$ cat config.mk
export PLATFORM = sky130hd
export DESIGN_NAME = car_blend
export DESIGN_NICKNAME = d
export VERILOG_FILES = /design/src/rtl/core/car_pkg.sv /design/src/rtl/core/car_blend.sv
export SDC_FILE = /design/constraint.sdc
export NUM_CORES = 2
export LEC_CHECK = 0
export BUFFER_PORTS_ARGS = -buffer_cell sky130_fd_sc_hd__buf_2
export CAP_MARGIN = 20
export CORE_AREA = 10 10 291 293
export CTS_CLUSTER_DIAMETER = 100
export DETAILED_ROUTE_END_ITERATION = 6
export DIE_AREA = 0 0 301 303
export GPL_TIMING_DRIVEN = 0
export PLACE_DENSITY_LB_ADDON = 0.3
export SLEW_MARGIN = 20
export SYNTH_ARGS = -nofsm -noshare
export SYNTH_HDL_FRONTEND = slang
export SYNTH_SLANG_ARGS = --single-unit
$ cat constraint.sdc
create_clock -name i_clk -period 8.3 [get_ports i_clk]
set_clock_uncertainty 0.2 [all_clocks]
set_input_delay 1.245 -clock i_clk [delete_from_list [all_inputs] [get_ports i_clk]]
set_output_delay 1.245 -clock i_clk [all_outputs]
set_load 0.005 [all_outputs]
$ cat src/rtl/core/car_pkg.sv
// Shared types, constants and the cosine table function of the annealing rate block.
package car_pkg;

    localparam int RateW   = 32;
    localparam int BatchW  = 31;
    localparam int PeriodW = 16;
    localparam int PhaseW  = 16;
    localparam int FactorW = 17;
    localparam int FactorFracW = 16;
    localparam int CfgIdxW = 2;

    localparam int CosTableDepthDefault = 256;
    localparam int DivStepsPerStage = 4;

    localparam logic [RateW-1:0]   InitialRateReset = 32'd16777;
    localparam logic [RateW-1:0]   MinRateReset     = 32'd0;
    localparam logic [PeriodW-1:0] PeriodReset      = 16'd1000;

    localparam logic [FactorW-1:0] OneQ16  = 17'd65536;
    localparam logic [FactorW-1:0] HalfQ16 = 17'd32768;

    localparam logic [CfgIdxW-1:0] CfgInitialRate = 2'd0;
    localparam logic [CfgIdxW-1:0] CfgMinRate     = 2'd1;
    localparam logic [CfgIdxW-1:0] CfgPeriod      = 2'd2;

    localparam logic [63:0] PiQ30  = 64'd3373259426;
    localparam logic [63:0] OneQ30 = 64'd1 << 30;
    localparam logic [63:0] TaylorDiv [10] = '{
        64'd2, 64'd12, 64'd30, 64'd56, 64'd90,
        64'd132, 64'd182, 64'd240, 64'd306, 64'd380
    };

    // Control that travels alongside each item through the pipeline.
    typedef struct packed {
        logic valid;
        logic restore;
    } t_tag;

    // cos^2 of an angle in Q30 (0 to pi/2), rounded half up to Q16.
    // The cosine is an eleven-term Taylor series evaluated in Q30 with truncation.
    function automatic logic [FactorW-1:0] cos_sq_q16(input logic [63:0] angle);
        logic [63:0]        v_sq_angle;
        logic [63:0]        v_term;
        logic signed [63:0] v_sum;
        logic [63:0]        v_cos;
        logic [63:0]        v_sq;
        v_sq_angle = (angle * angle) >> 30;
        v_term = OneQ30;
        v_sum  = $signed(OneQ30);
        for (int n = 0; n < 10; n++) begin
            v_term = ((v_term * v_sq_angle) >> 30) / TaylorDiv[n[3:0]];
            if (n[0] == 1'b0) begin
                v_sum = v_sum - $signed(v_term);
            end else begin
                v_sum = v_sum + $signed(v_term);
            end
        end
        if (v_sum < 0) begin
            v_sum = '0;
        end
        if (v_sum > $signed(OneQ30)) begin
            v_sum = $signed(OneQ30);
        end
        v_cos = $unsigned(v_sum);
        v_sq  = v_cos * v_cos + (64'd1 << 43);
        return v_sq[60:44];
    endfunction

endpackage

$ cat src/rtl/core/car_blend.sv
// Blend of minimum and initial rates by the cosine factor, with rounding and saturation.
module car_blend (
    input  logic                        i_clk,
    input  logic                        i_rst_n,
    input  logic                        i_en,
    input  car_pkg::t_tag               i_tag,
    input  logic [car_pkg::FactorW-1:0] i_factor,
    input  logic [car_pkg::RateW-1:0]   i_initial_rate,
    input  logic [car_pkg::RateW-1:0]   i_min_rate,
    output car_pkg::t_tag               o_tag,
    output logic [car_pkg::RateW-1:0]   o_rate
);
    import car_pkg::*;

    localparam int ProdW  = RateW + FactorW;
    localparam int SumW   = ProdW + 1;
    localparam int ShiftW = SumW - FactorFracW;

    logic [FactorW-1:0] w_inv;
    t_tag               r_p_tag;
    logic [ProdW-1:0]   r_p_min;
    logic [ProdW-1:0]   r_p_init;
    t_tag               r_s_tag;
    logic [SumW-1:0]    r_total;
    logic [ShiftW-1:0]  w_shift;
    logic [RateW-1:0]   w_sat;

    assign w_inv = OneQ16 - i_factor;

    always_ff @(posedge i_clk) begin
        if (!i_rst_n) begin
            r_p_tag.valid <= 1'b0;
            r_s_tag.valid <= 1'b0;
        end else if (i_en) begin
            r_p_tag <= i_tag;
            r_s_tag <= r_p_tag;
        end
    end

    always_ff @(posedge i_clk) begin
        if (i_en) begin
            r_p_min  <= ProdW'(i_min_rate) * ProdW'(w_inv);
            r_p_init <= ProdW'(i_initial_rate) * ProdW'(i_factor);
            r_total  <= SumW'(r_p_min) + SumW'(r_p_init) + SumW'(HalfQ16);
        end
    end

    assign w_shift = r_total[SumW-1:FactorFracW];
    assign w_sat   = (|w_shift[ShiftW-1:RateW]) ? '1 : w_shift[RateW-1:0];

    assign o_tag  = r_s_tag;
    assign o_rate = r_s_tag.restore ? i_initial_rate : w_sat;

endmodule

Word level (Yosys, flattened, before mapping) --
Index checks and enable logic that the tools add are counted.
Storage, ports and cells: flip-flop bits (word level) 152, input bits 86, output and inout bits 34, logic and storage cells 16
Operators by class: add/sub/neg operators 3, $mul 2, mux-type cells 2, reductions and logical operators 2
Operators by type and width (count):
- $mul 32x17->49 | 2
- $mux 32 | 2
- $add 49x49->50 | 1
- $add 50x16->50 const B | 1
- $sub 17x17->17 const A | 1
- $reduce_and 2->1 | 1
- $reduce_or 2->1 | 1

Depth between registers and ports, before layout --
depth in word-level cells 3, depth in mapped cells 32, mapped depth without buffers 28

Worst setup path before layout --
No wires, ideal clock.
kind input -> register, from input i_factor[0] (netlist bit), to register r_p_min[41], data pin, setup time 0.263 ns, arrival time 7.946 ns, data required time 7.837 ns, path slack -0.109 ns, stages 29, buffers on the path 3, path through clkbuf_1 > inv_1 > ha_1 > nand2_1 > or3_1 > clkbuf_1 > nor3_1 > xnor2_1 > clkbuf_1 > nand2_1 > fa_1 > inv_1 > fa_1 > fa_1 > fa_1 > fa_1 > inv_1 > fa_1 > inv_1 > ha_1 > a21oi_1 > o21ai_0 > a31oi_1 > and2_1 > a211oi_1 > o21ai_1 > a31oi_2 > o2111a_1 > nor3_1
Between the ends: word-level cells in the longest chain between the ends 2
Ends and longest elaborated chain:
- start, declared | line car_blend.sv:7 | input logic [car_pkg::FactorW-1:0] i_factor,
- $sub 17x17->17 | line car_blend.sv:28 | assign w_inv = OneQ16 - i_factor;
- $mul 32x17->49 | line car_blend.sv:42 | r_p_min <= ProdW'(i_min_rate) * ProdW'(w_inv);
- end signal, assigned | line car_blend.sv:42
- end, declared | line car_blend.sv:21 | logic [ProdW-1:0] r_p_min;
Every way passes these cells. A chain may end at the register's enable or synchronous reset.

Worst setup path after layout --
from input i_factor[7] (netlist bit), to register r_p_min[41], data pin
The elaborated chain is that of the path after synthesis.

==> metrics.yaml <==
wl_met3_um: 11510
worst_skew_pair.late_latency_ns: 0.44
die_w_um: 301
finalSetupViolCount: 9
worst_setup_path_start_kind: "input port"
area_growth_pct: 9.509
status: "finished, violations left"
place_hpwl_um: 100700
drt-met1-wl_um: 47940
cts_htree_levels: 4
crit_path_end_kind: "register"
synthTopCellsByArea: "fa_1 43%, ha_1 10%, inv_1 9.8%, edfxtp_1 9.6%, nand2_1 7.8%"
ys_async_sr_fraction_pct: 0
syn_area_sq_um: 42080
ys_warn_count: 0
netlist_top_cells_count: "1097 x inv_1, 898 x fa_1, 869 x nand2_1, 342 x ha_1, 309 x and2_1"
timing.fmax_mhz: 118.3
r2r_slack_ns: 4.39
slew_headroom_pct: 32.52
nets: 6216
grt_pass1_wl_um: 189100
clk_pin_slew_worst_paths_ns: 0.07
synth_top_area_share_pct: 42.72
setup_slack_ns: -0.1508
arrival_ns: 8.43
synthFlopType: "edfxtp_1"
drv_slew: 0
drive_above_1_share_pct: 7.689
grt_pass1_vias: 34350
cts_tree: "built"
hold_class: "register to register"
drc: 0
synth_top_area_cell: "fa_1"
rsz0062_at_grt: "true"
first_pass_iters: 6
fp.dieH_um: 303
gr-total-overflow: 0
cts_max_path_buffers: 2
place.gp.congestion: 0.9612
fin_area_sq_um: 46080
drtIter0Drc: 2686
io_pins: 120
antenna_found_initial: 7
clock_sinks: 136
synth.distinct_cells: 67
start_util_pct: 53.53
routed_wl_um: 121600
synth_seq_cells: 136
syn_area_per_cell_sq_um: 8.853
syn_nets: 6079
numCtsBuffers: 17
root_buffer: "clkbuf_16"
dieArea_sq_um: 91200
final_antenna_net_count: 0
syn_inst: 4753
grt_start_max_net_pins: 73
num_vias: 33100
placed_area_sq_um: 43790
num_rows: 103
avgRoutedWirePerCell_um: 20.41
yosysSeqAreaShare_pct: 9.657
path_max_fanout: 6
worstPathRequired_ns: 8.28
yosysMostFrequentCell: "inv_1"
layout.cells.non_filler: 5959
hold_viol_final: 0
track_usage_pct: 26.99
wl_met2_um: 55370
top_layer_used: "met5"
layout_worst_path_cycle_share_pct: 101.8
synth_edf_count: 134
port_buffers: 65
core-area_sq_um: 78610
min_period_ns: 8.451
failed_checks: "negative setup slack"
avgViaCountPerCell: 5.554
drv_cap: 0
dp.cells: 5869
tightest_slew_ns: 1.012
critPathKind: "input port to register"
area by class of cell:
type                       count  area, sq um
clock buffer                  17        425.4
fill                        6904        32530
sequential                   136         4064
tap                         1050         1314
multi-input combinational   3260        33810
inverter                    1097         4129
antenna                        6        15.01
timing repair buffer         124        868.3
buffer                       254         1339
clock inverter                15        117.6
what timing repair did:
item | 4_1_cts | 5_1_grt
endpoints found under the setup margin | 49 | 31
buffers inserted | 23 | 31
resized for setup | 174 | 183
gates cloned | 3 | 2
pin swaps | 23 | 38
hold buffers | 0 | 0
through the flow:
stage / utilization, % / worst slack, ns / TNS [ns] / hold slack (ns)
3_5_place_dp: 55.70 / -2.157 / -67.64 / 0.2197
5_1_grt: 58.61 / -0.2704 / -2.113 / 0.2439
2_1_floorplan: - / 0.03478 / 0 / 0.2003
4_1_cts: 57.52 / -0.009778 / -0.01681 / 0.2362
6_report: 58.62 / -0.1508 / -0.5118 / 0.2301
3_3_place_gp: 55.64 / -2.347 / -71.07 / 0.2033
sequential cells by signal, indices dropped and copies added (netlist names):
name      count
r_p_init     49
r_p_tag       2
o_tag         2
r_p_min      49
r_total      34
critical path: stages:
cell and delay [ns]:
buf_16 0.12, or4_4 0.56, nor4_4 0.30, nand2b_4 0.11, nor4_4 0.46, xor2_4 0.14
buf_12 0.18, clkbuf_16 0.17, and2_1 0.17, fa_1 0.49, fa_1 0.43, fa_1 0.53
fa_2 0.47, fa_1 0.56, inv_1 0.07, fa_1 0.51, inv_2 0.05, ha_4 0.28
nand2_1 0.08, o21ai_2 0.22, a31oi_1 0.14, and2_4 0.19, a211oi_4 0.29, o21ai_2 0.14
a31oi_4 0.25, o2111a_1 0.23, nor3_2 0.04
per-layer routing:
metal,vias to the layer above,global-route usage (%)
met1,16690,35.07
li1,14490,-
met5,-,0
met2,1578,42.55
met4,2,13.46
met3,338,5.815
final timing paths:
path | startpoint | end | cells after the start
hold / removal | r_p_tag[0]$_DFFE_PP_ | o_tag[0]$_DFFE_PP_ | 0
hold reg to reg | r_p_tag[0]$_DFFE_PP_ | o_tag[0]$_DFFE_PP_ | 0
setup reg to reg | r_p_min[7]$_DFFE_PP_ | r_total[47]$_DFFE_PP_ | 11
setup / recovery | i_factor[7] | r_p_min[41]$_DFFE_PP_ | 27
cells by family (layout without fill, tap and decap cells):
logic type	count (synthesis)	after routing	synth area share [%]
simple gates	1432	1432	15.48
other cells	0	6	0
fa+ha+maj	1240	1240	52.89
mux	5	5	0.1189
compound gates	452	452	6.976
xor+xnor	131	131	2.744
flops	136	136	9.657
buf+inv	1357	1507	12.13
layout by cell type (no fill, tap or decap), types with 11 or more instances in the layout:
master and n:
buf_4 54, clkbuf_1 165, ha_4 15, nand4_1 23
fa_1 883, clkbuf_2 32, nand3_1 26, nor2_1 98
ha_1 321, buf_1 17, clkbuf_8 14, clkbuf_16 19
buf_2 67, fa_2 15, edfxtp_1 134, nor3_1 14
xor2_1 46, o21ai_0 44, nor2b_1 11, and2_1 302
nand2_1 867, and3_1 29, a21o_1 109, a21oi_1 138
inv_1 1087, a21oi_2 16, o21bai_1 29, xnor2_1 70
Power is left out: the tool's default activity adds up to more than one toggle a clock period on the data nets, which glitch-free logic cannot reach.
