$ cat config.mk
export PLATFORM = sky130hd
export DESIGN_NAME = car_divider
export DESIGN_NICKNAME = d
export VERILOG_FILES = /design/src/rtl/core/car_pkg.sv /design/src/rtl/core/car_divider.sv
export SDC_FILE = /design/constraint.sdc
export NUM_CORES = 2
export LEC_CHECK = 0
export BUFFER_PORTS_ARGS = -buffer_cell sky130_fd_sc_hd__buf_2
export CAP_MARGIN = 5
export CORE_ASPECT_RATIO = 0.9
export CORE_MARGIN = 2
export CORE_UTILIZATION = 35
export CTS_CLUSTER_DIAMETER = 60
export DETAILED_ROUTE_END_ITERATION = 8
export GPL_ROUTABILITY_DRIVEN = 0
export HOLD_SLACK_MARGIN = 0.05
export PLACE_DENSITY = 0.49
export SYNTH_ARGS = -nofsm -noshare
export SYNTH_HDL_FRONTEND = slang
export SYNTH_SLANG_ARGS = --single-unit
$ cat constraint.sdc
create_clock -name i_clk -period 17.25 [get_ports i_clk]
set_clock_uncertainty 0.2 [all_clocks]
set_input_delay 1.725 -clock i_clk [delete_from_list [all_inputs] [get_ports i_clk]]
set_output_delay 1.725 -clock i_clk [all_outputs]
set_load 0.03 [all_outputs]
$ cat src/rtl/core/car_pkg.sv
// Shared types, constants and the cosine table function of the annealing rate block.
package car_pkg;

    localparam int RateW   = 32;
    localparam int BatchW  = 31;
    localparam int PeriodW = 16;
    localparam int PhaseW  = 16;
    localparam int FactorW = 17;
    localparam int FactorFracW = 16;
    localparam int CfgIdxW = 2;

    localparam int CosTableDepthDefault = 256;
    localparam int DivStepsPerStage = 4;

    localparam logic [RateW-1:0]   InitialRateReset = 32'd16777;
    localparam logic [RateW-1:0]   MinRateReset     = 32'd0;
    localparam logic [PeriodW-1:0] PeriodReset      = 16'd1000;

    localparam logic [FactorW-1:0] OneQ16  = 17'd65536;
    localparam logic [FactorW-1:0] HalfQ16 = 17'd32768;

    localparam logic [CfgIdxW-1:0] CfgInitialRate = 2'd0;
    localparam logic [CfgIdxW-1:0] CfgMinRate     = 2'd1;
    localparam logic [CfgIdxW-1:0] CfgPeriod      = 2'd2;

    localparam logic [63:0] PiQ30  = 64'd3373259426;
    localparam logic [63:0] OneQ30 = 64'd1 << 30;
    localparam logic [63:0] TaylorDiv [10] = '{
        64'd2, 64'd12, 64'd30, 64'd56, 64'd90,
        64'd132, 64'd182, 64'd240, 64'd306, 64'd380
    };

    // Control that travels alongside each item through the pipeline.
    typedef struct packed {
        logic valid;
        logic restore;
    } t_tag;

    // cos^2 of an angle in Q30 (0 to pi/2), rounded half up to Q16.
    // The cosine is an eleven-term Taylor series evaluated in Q30 with truncation.
    function automatic logic [FactorW-1:0] cos_sq_q16(input logic [63:0] angle);
        logic [63:0]        v_sq_angle;
        logic [63:0]        v_term;
        logic signed [63:0] v_sum;
        logic [63:0]        v_cos;
        logic [63:0]        v_sq;
        v_sq_angle = (angle * angle) >> 30;
        v_term = OneQ30;
        v_sum  = $signed(OneQ30);
        for (int n = 0; n < 10; n++) begin
            v_term = ((v_term * v_sq_angle) >> 30) / TaylorDiv[n[3:0]];
            if (n[0] == 1'b0) begin
                v_sum = v_sum - $signed(v_term);
            end else begin
                v_sum = v_sum + $signed(v_term);
            end
        end
        if (v_sum < 0) begin
            v_sum = '0;
        end
        if (v_sum > $signed(OneQ30)) begin
            v_sum = $signed(OneQ30);
        end
        v_cos = $unsigned(v_sum);
        v_sq  = v_cos * v_cos + (64'd1 << 43);
        return v_sq[60:44];
    endfunction

endpackage

$ cat src/rtl/core/car_divider.sv
// Pipelined restoring divider: batch modulo period, then the Q0.16 phase fraction.
module car_divider (
    input  logic                     i_clk,
    input  logic                     i_rst_n,
    input  logic                     i_en,
    input  car_pkg::t_tag            i_tag,
    input  logic [car_pkg::BatchW-1:0]  i_batch,
    input  logic [car_pkg::PeriodW-1:0] i_period,
    output car_pkg::t_tag            o_tag,
    output logic [car_pkg::PhaseW-1:0]  o_phase
);
    import car_pkg::*;

    localparam int ModStages = (BatchW + DivStepsPerStage - 1) / DivStepsPerStage;
    localparam int PhStages  = (PhaseW + DivStepsPerStage - 1) / DivStepsPerStage;

    // One shift-compare-subtract step; the top bit is the quotient bit.
    function automatic logic [PeriodW:0] div_step(
        input logic [PeriodW-1:0] rem,
        input logic               din,
        input logic [PeriodW-1:0] div
    );
        logic [PeriodW:0] v_t;
        v_t = {rem, din};
        if (v_t >= {1'b0, div}) begin
            return {1'b1, PeriodW'(v_t - {1'b0, div})};
        end
        return {1'b0, v_t[PeriodW-1:0]};
    endfunction

    t_tag                r_mod_tag [ModStages];
    logic [BatchW-1:0]   r_mod_bat [ModStages];
    logic [PeriodW-1:0]  r_mod_rem [ModStages];
    t_tag                r_ph_tag  [PhStages];
    logic [PeriodW-1:0]  r_ph_rem  [PhStages];
    logic [PhaseW-1:0]   r_ph_q    [PhStages];

    // Remainder stages: the batch number enters MSB first.
    for (genvar s = 0; s < ModStages; s++) begin : g_mod
        t_tag               w_tag_in;
        logic [BatchW-1:0]  w_bat_in;
        logic [PeriodW-1:0] w_rem_in;
        logic [BatchW-1:0]  n_bat;
        logic [PeriodW-1:0] n_rem;

        if (s == 0) begin : g_first
            assign w_tag_in = i_tag;
            assign w_bat_in = i_batch;
            assign w_rem_in = '0;
        end else begin : g_rest
            assign w_tag_in = r_mod_tag[s-1];
            assign w_bat_in = r_mod_bat[s-1];
            assign w_rem_in = r_mod_rem[s-1];
        end

        always_comb begin
            logic [PeriodW:0] v_step;
            v_step = '0;
            n_bat = w_bat_in;
            n_rem = w_rem_in;
            for (int j = 0; j < DivStepsPerStage; j++) begin
                if (s * DivStepsPerStage + j < BatchW) begin
                    v_step = div_step(n_rem, n_bat[BatchW-1], i_period);
                    n_rem  = v_step[PeriodW-1:0];
                    n_bat  = {n_bat[BatchW-2:0], 1'b0};
                end
            end
        end

        always_ff @(posedge i_clk) begin
            if (!i_rst_n) begin
                r_mod_tag[s].valid <= 1'b0;
            end else if (i_en) begin
                r_mod_tag[s] <= w_tag_in;
            end
        end

        always_ff @(posedge i_clk) begin
            if (i_en) begin
                r_mod_bat[s] <= n_bat;
                r_mod_rem[s] <= n_rem;
            end
        end
    end

    // Fraction stages: remainder * 2^16 / period, one quotient bit per step.
    for (genvar s = 0; s < PhStages; s++) begin : g_ph
        t_tag               w_tag_in;
        logic [PeriodW-1:0] w_rem_in;
        logic [PhaseW-1:0]  w_q_in;
        logic [PeriodW-1:0] n_rem;
        logic [PhaseW-1:0]  n_q;

        if (s == 0) begin : g_first
            assign w_tag_in = r_mod_tag[ModStages-1];
            assign w_rem_in = r_mod_rem[ModStages-1];
            assign w_q_in   = '0;
        end else begin : g_rest
            assign w_tag_in = r_ph_tag[s-1];
            assign w_rem_in = r_ph_rem[s-1];
            assign w_q_in   = r_ph_q[s-1];
        end

        always_comb begin
            logic [PeriodW:0] v_step;
            v_step = '0;
            n_rem = w_rem_in;
            n_q   = w_q_in;
            for (int j = 0; j < DivStepsPerStage; j++) begin
                if (s * DivStepsPerStage + j < PhaseW) begin
                    v_step = div_step(n_rem, 1'b0, i_period);
                    n_rem  = v_step[PeriodW-1:0];
                    n_q    = {n_q[PhaseW-2:0], v_step[PeriodW]};
                end
            end
        end

        always_ff @(posedge i_clk) begin
            if (!i_rst_n) begin
                r_ph_tag[s].valid <= 1'b0;
            end else if (i_en) begin
                r_ph_tag[s] <= w_tag_in;
            end
        end

        always_ff @(posedge i_clk) begin
            if (i_en) begin
                r_ph_rem[s] <= n_rem;
                r_ph_q[s]   <= n_q;
            end
        end
    end

    // A zero period means phase zero, which selects the full initial rate.
    assign o_tag   = r_ph_tag[PhStages-1];
    assign o_phase = (i_period == '0) ? '0 : r_ph_q[PhStages-1];

endmodule

Word-level counts from Yosys, hierarchy flattened
Memories as Yosys holds them, arrays and structs flattened.
Cells that the tools add are included.
- register bits: 0
- RAM bits: 504
- input port bits: 52
- output and inout port bits: 18
- logic and storage cells: 272
- memories: 6
- memories (name ; words ; bits a word ; read ports ; clocked after memory_dff ; wr ports ; line ; text):
    r_mod_bat ; 8 ; 28 ; 7 ; 0 ; 8 ; car_divider.sv:32 ; logic [BatchW-1:0] r_mod_bat [ModStages];
    r_mod_rem ; 8 ; 16 ; 8 ; 0 ; 8 ; car_divider.sv:33 ; logic [PeriodW-1:0] r_mod_rem [ModStages];
    r_ph_q ; 4 ; 16 ; 4 ; 0 ; 4 ; car_divider.sv:36 ; logic [PhaseW-1:0] r_ph_q [PhStages];
    r_ph_rem ; 4 ; 16 ; 3 ; 0 ; 4 ; car_divider.sv:35 ; logic [PeriodW-1:0] r_ph_rem [PhStages];
    r_mod_tag ; 8 ; 2 ; 8 ; 0 ; 8 ; car_divider.sv:31 ; t_tag r_mod_tag [ModStages];
    r_ph_tag ; 4 ; 2 ; 4 ; 0 ; 4 ; car_divider.sv:34 ; t_tag r_ph_tag [PhStages];
- add/sub/neg operators: 47
- $lt $le $gt $ge: 47
- mux-type cells: 159
- bitwise operators: 12
- reductions and logical operators: 1
- operators by type and width (cell ; count):
    $mux W16 ; 63
    $ge A17 B16 Y1 ; 46
    $sub A16 B16 Y16 ; 46
    $mux W17 ; 32
    $mux W1 ; 64
    $ge A1 B16 Y1 ; 1
    $logic_not A16 Y1 ; 1
    $sub A1 B16 Y16 ; 1
    $or A1 B1 Y1 ; 12

Longest topological paths before layout
An unclocked memory read counts as a cell.
- depth after elaboration: 13
- depth in mapped cells: 52
- gate-level depth less buffers: 45

Worst setup path after synthesis
Ideal clock, no wire load.
- kind: input to register
- from: in i_period[1] (netlist name)
- to: mem r_mod_rem[1][8] (netlist: r_mod_rem[0][24]) (data pin)
- library setup time: 0.261 ns
- data arrival time: 14.321 ns
- required time: 16.789 ns
- slack: 2.468 ns
- cell stages on the path: 50
- buffers on the path: 7
- cell sequence: buf_2 clkinv_1 ha_1 nor2b_1 o21ba_2 a2111o_1 nand3_1 a41o_1 buf_2 clkbuf_1 nor2_1 a21oi_1 inv_1 ha_1 nor2b_1 o31a_1 or3_1 a41o_1 [... 14 more ...] or4_1 and2_1 clkbuf_1 buf_1 a21oi_1 ha_1 nor2b_1 o21a_1 o21ai_0 a21oi_1 a41o_1 o41a_1 o221ai_1 o21a_1 nand3_1 o31a_1 buf_2 a221o_1
- RTL lines (what ; line ; text):
    start: declaration ; car_divider.sv:8 ; input logic [car_pkg::PeriodW-1:0] i_period,
    end: declaration ; car_divider.sv:33 ;

==> results.sh <==
export IMPL_outcome="finished, final reports clean"
export IMPL_setup_viol=0
export IMPL_rows=132
export IMPL_synthesis_nets=6702
export IMPL_firstDrtPassIters=6
export IMPL_synth_async_reset_ratio_pct=0
export IMPL_drv_cap=0
export IMPL_postCtsResizedCells=0
export IMPL_ys_seq_elements=345
export IMPL_start_kind="input port"
export IMPL_viasPerCell=5.65
export IMPL_cp_top_family="compound AO/OA/AOI/OAI gates"
export IMPL_grt_max_degree=93
export IMPL_criticalPathCategory="input port to register"
export IMPL_min_path_type="register to register"
export IMPL_slowest_stage="a41o_1"
export IMPL_synthAdderAreaFrac_pct=19.2
export IMPL_cts_max_path_buffers=3
export IMPL_n_fill_cell=14800
export IMPL_slew_viol_final=0
export IMPL_critPathMaxFanout=26
export IMPL_relSlewSlack_pct=21.8
export IMPL_worst_pin_slew_ps=1170
export IMPL_rsz0062_at_grt="no"
export IMPL_synthCells=5890
export IMPL_crit_buf_inv=4
export IMPL_synth_top_family_by_area="compound AO/OA/AOI/OAI gates"
export IMPL_cp_common_cell="a21oi_1"
export IMPL_antenna_found_initial=4
export IMPL_cts_root_buf="clkbuf_16"
export IMPL_grt_total_usage_pct=21.3
export IMPL_start_util_pct=35.3
export IMPL_route_antenna_remaining_nets=0
export IMPL_finalWirelength_microns=162000
export IMPL_critical_path_arrival_ps=14290
export IMPL_syn_area_sq_um=50800
export IMPL_avgSynthCellArea_sq_um=8.63
export IMPL_layout_drive_gt1_share_pct=11.8
export IMPL_port_buffers=69
export IMPL_end_kind="register"
export IMPL_area_delta_synth_final_pct=9.59
export IMPL_worstPathRequired_ps=17480
export IMPL_synth_area_top_cells="edfxtp_1 20%, ha_1 18%, mux2_2 7.8%, xnor2_1 5.8%, a21oi_1 4.9%"
export IMPL_yosysTopAreaCell="edfxtp_1"
export IMPL_place_hpwl_microns=124000
export IMPL_clkTransAtPathRegs_ps=50
export IMPL_grt_pass1_wl_microns=247000
export IMPL_yosys_warnings=0
export IMPL_synth_compound_area_share_pct=22.8
export IMPL_coreArea_sq_um=144000
export IMPL_synthSimpleGateAreaFrac_pct=16.1
export IMPL_drtIter0Drc=3318
export IMPL_fin_setup_tns_ps=0
export IMPL_hold_viol_final=0
export IMPL_io_pins=70
export IMPL_clk_latency_ps=690
export IMPL_drc=0
export IMPL_htreeDepth=2
export IMPL_synth_edf_count=343
export IMPL_cts_made_buffers=58
export IMPL_cpPeakStageDelay_ps=780
export IMPL_avgRoutedWirePerCell_microns=20.4
export IMPL_hold_buffers=0
export IMPL_die_w_microns=406
export IMPL_vias=45100
export IMPL_yosysMostFrequentCell="ha_1"
export IMPL_grt_pass1_vias=42200
export IMPL_nets=6795
export IMPL_synth_cell_type_count=102
export IMPL_fin_crit_sh_pct=81.5
export IMPL_post_cts_buffers=0
export IMPL_synth_seq_area_share_pct=20.3
export IMPL_synthMuxAreaShare_pct=9.93
export IMPL_overflow=0
export IMPL_die_y_microns=366
export IMPL_cts_sinks=345
export IMPL_synth_top_area_share_pct=20.3
export IMPL_dieArea_sq_um=148000
export IMPL_synth_flop_cell="edfxtp_1"
export IMPL_cts_tree="yes"
export IMPL_synth_commonest_cells="726 x ha_1, 495 x a21oi_1, 458 x nor2_1"
export IMPL_synthXorXnorAreaFrac_pct=8.61
export IMPL_finalCriticalPeriod_ps=14070
export IMPL_fmax_ghz=0.0711
## path summary, 6_finish.rpt
path / startpoint / endpoint / slack [ps] / cells after the start
max: i_period[1] / r_mod_rem[0][26] / 3180 / 44
min: r_mod_bat[0][17] / r_mod_bat[1][21] / 160 / 0
max reg2reg: r_mod_rem[0][10] / r_mod_rem[0][26] / 4580 / 42
min reg2reg: r_mod_bat[0][17] / r_mod_bat[1][21] / 160 / 0
## sequential cells by signal, indices dropped and copies added, names as in the netlist
name,flops
r_mod_tag,16
r_ph_q,40
r_ph_tag,8
r_mod_bat,105
r_mod_rem,128
r_ph_rem,48
## per-stage QoR
stage               setup WS [ps]  area (sq um)  hold slack [ps]  std cells  util (%)
floorplan                    2470         50800              200       5890         -
global placement             2800         53800              200       7866      37.3
detailed placement           2620         53800              205       7866      37.3
CTS                          3300         55700              179       7975      38.7
global route                 2060         55700              179       7975      38.7
finish                       3180         55700              164       7977      38.7
## worst reg2reg max path: cells and delay by family, from the launching register on
family | cells | cell delay, ps
buf+inv | 2 | 170
simple gates | 13 | 3310
fa+ha+maj | 4 | 1300
compound gates | 23 | 7010
flops | 1 | 430
## cells by family after synthesis
family                     count (synthesis)
buffers and inverters                    384
DFF                                      345
adders and majority gates                760
xor gates and xnor gates                 500
AOI/OAI and AO/OA                       1778
and+or+nand+nor                         1674
muxes                                    449
## layout by cell type, fill, tap and decap left out, types with 53 or more instances in the layout
cell type,Yosys,layout
ha_1,726,726
a21oi_1,495,495
nor2_1,458,457
nand2_1,390,390
o21ai_0,373,373
mux2_2,352,352
edfxtp_1,343,343
xnor2_1,339,339
inv_1,269,255
a21o_1,219,219
xor2_1,161,161
nor2b_1,144,144
nor3_1,135,134
o21a_1,131,131
nand3_1,112,112
nand4_1,98,98
nand2b_1,81,81
buf_4,3,76
o21bai_1,68,68
buf_2,26,66
a211oi_1,62,62
clkbuf_16,0,58
mux2i_1,56,56
and3_1,53,53
## final cells by class
cell class | count | area [sq um] | area share (%)
clock buffer | 63 | 1480 | 2.66
clock inverter | 46 | 473 | 0.849
sequential | 345 | 10300 | 18.6
timing repair buffer | 144 | 936 | 1.68
multi-input combinational | 5161 | 39000 | 70.0
tap | 1943 | 2430 | 4.36
inverter | 273 | 1040 | 1.88
antenna | 2 | 5.00 | 0.00898
## routing by layer
metal / up-vias / GRT usage (%) / wire length [microns]
met4: 2 / 5.46 / 3810
met5: - / 0 / 16
met2: 1114 / 32.4 / 68300
met1: 21300 / 31.4 / 81300
met3: 175 / 2.67 / 8900
li1: 22400 / - / -
Power is not shown: default switching activity piles up to over one toggle a cycle in this logic, so the estimate is an artifact.
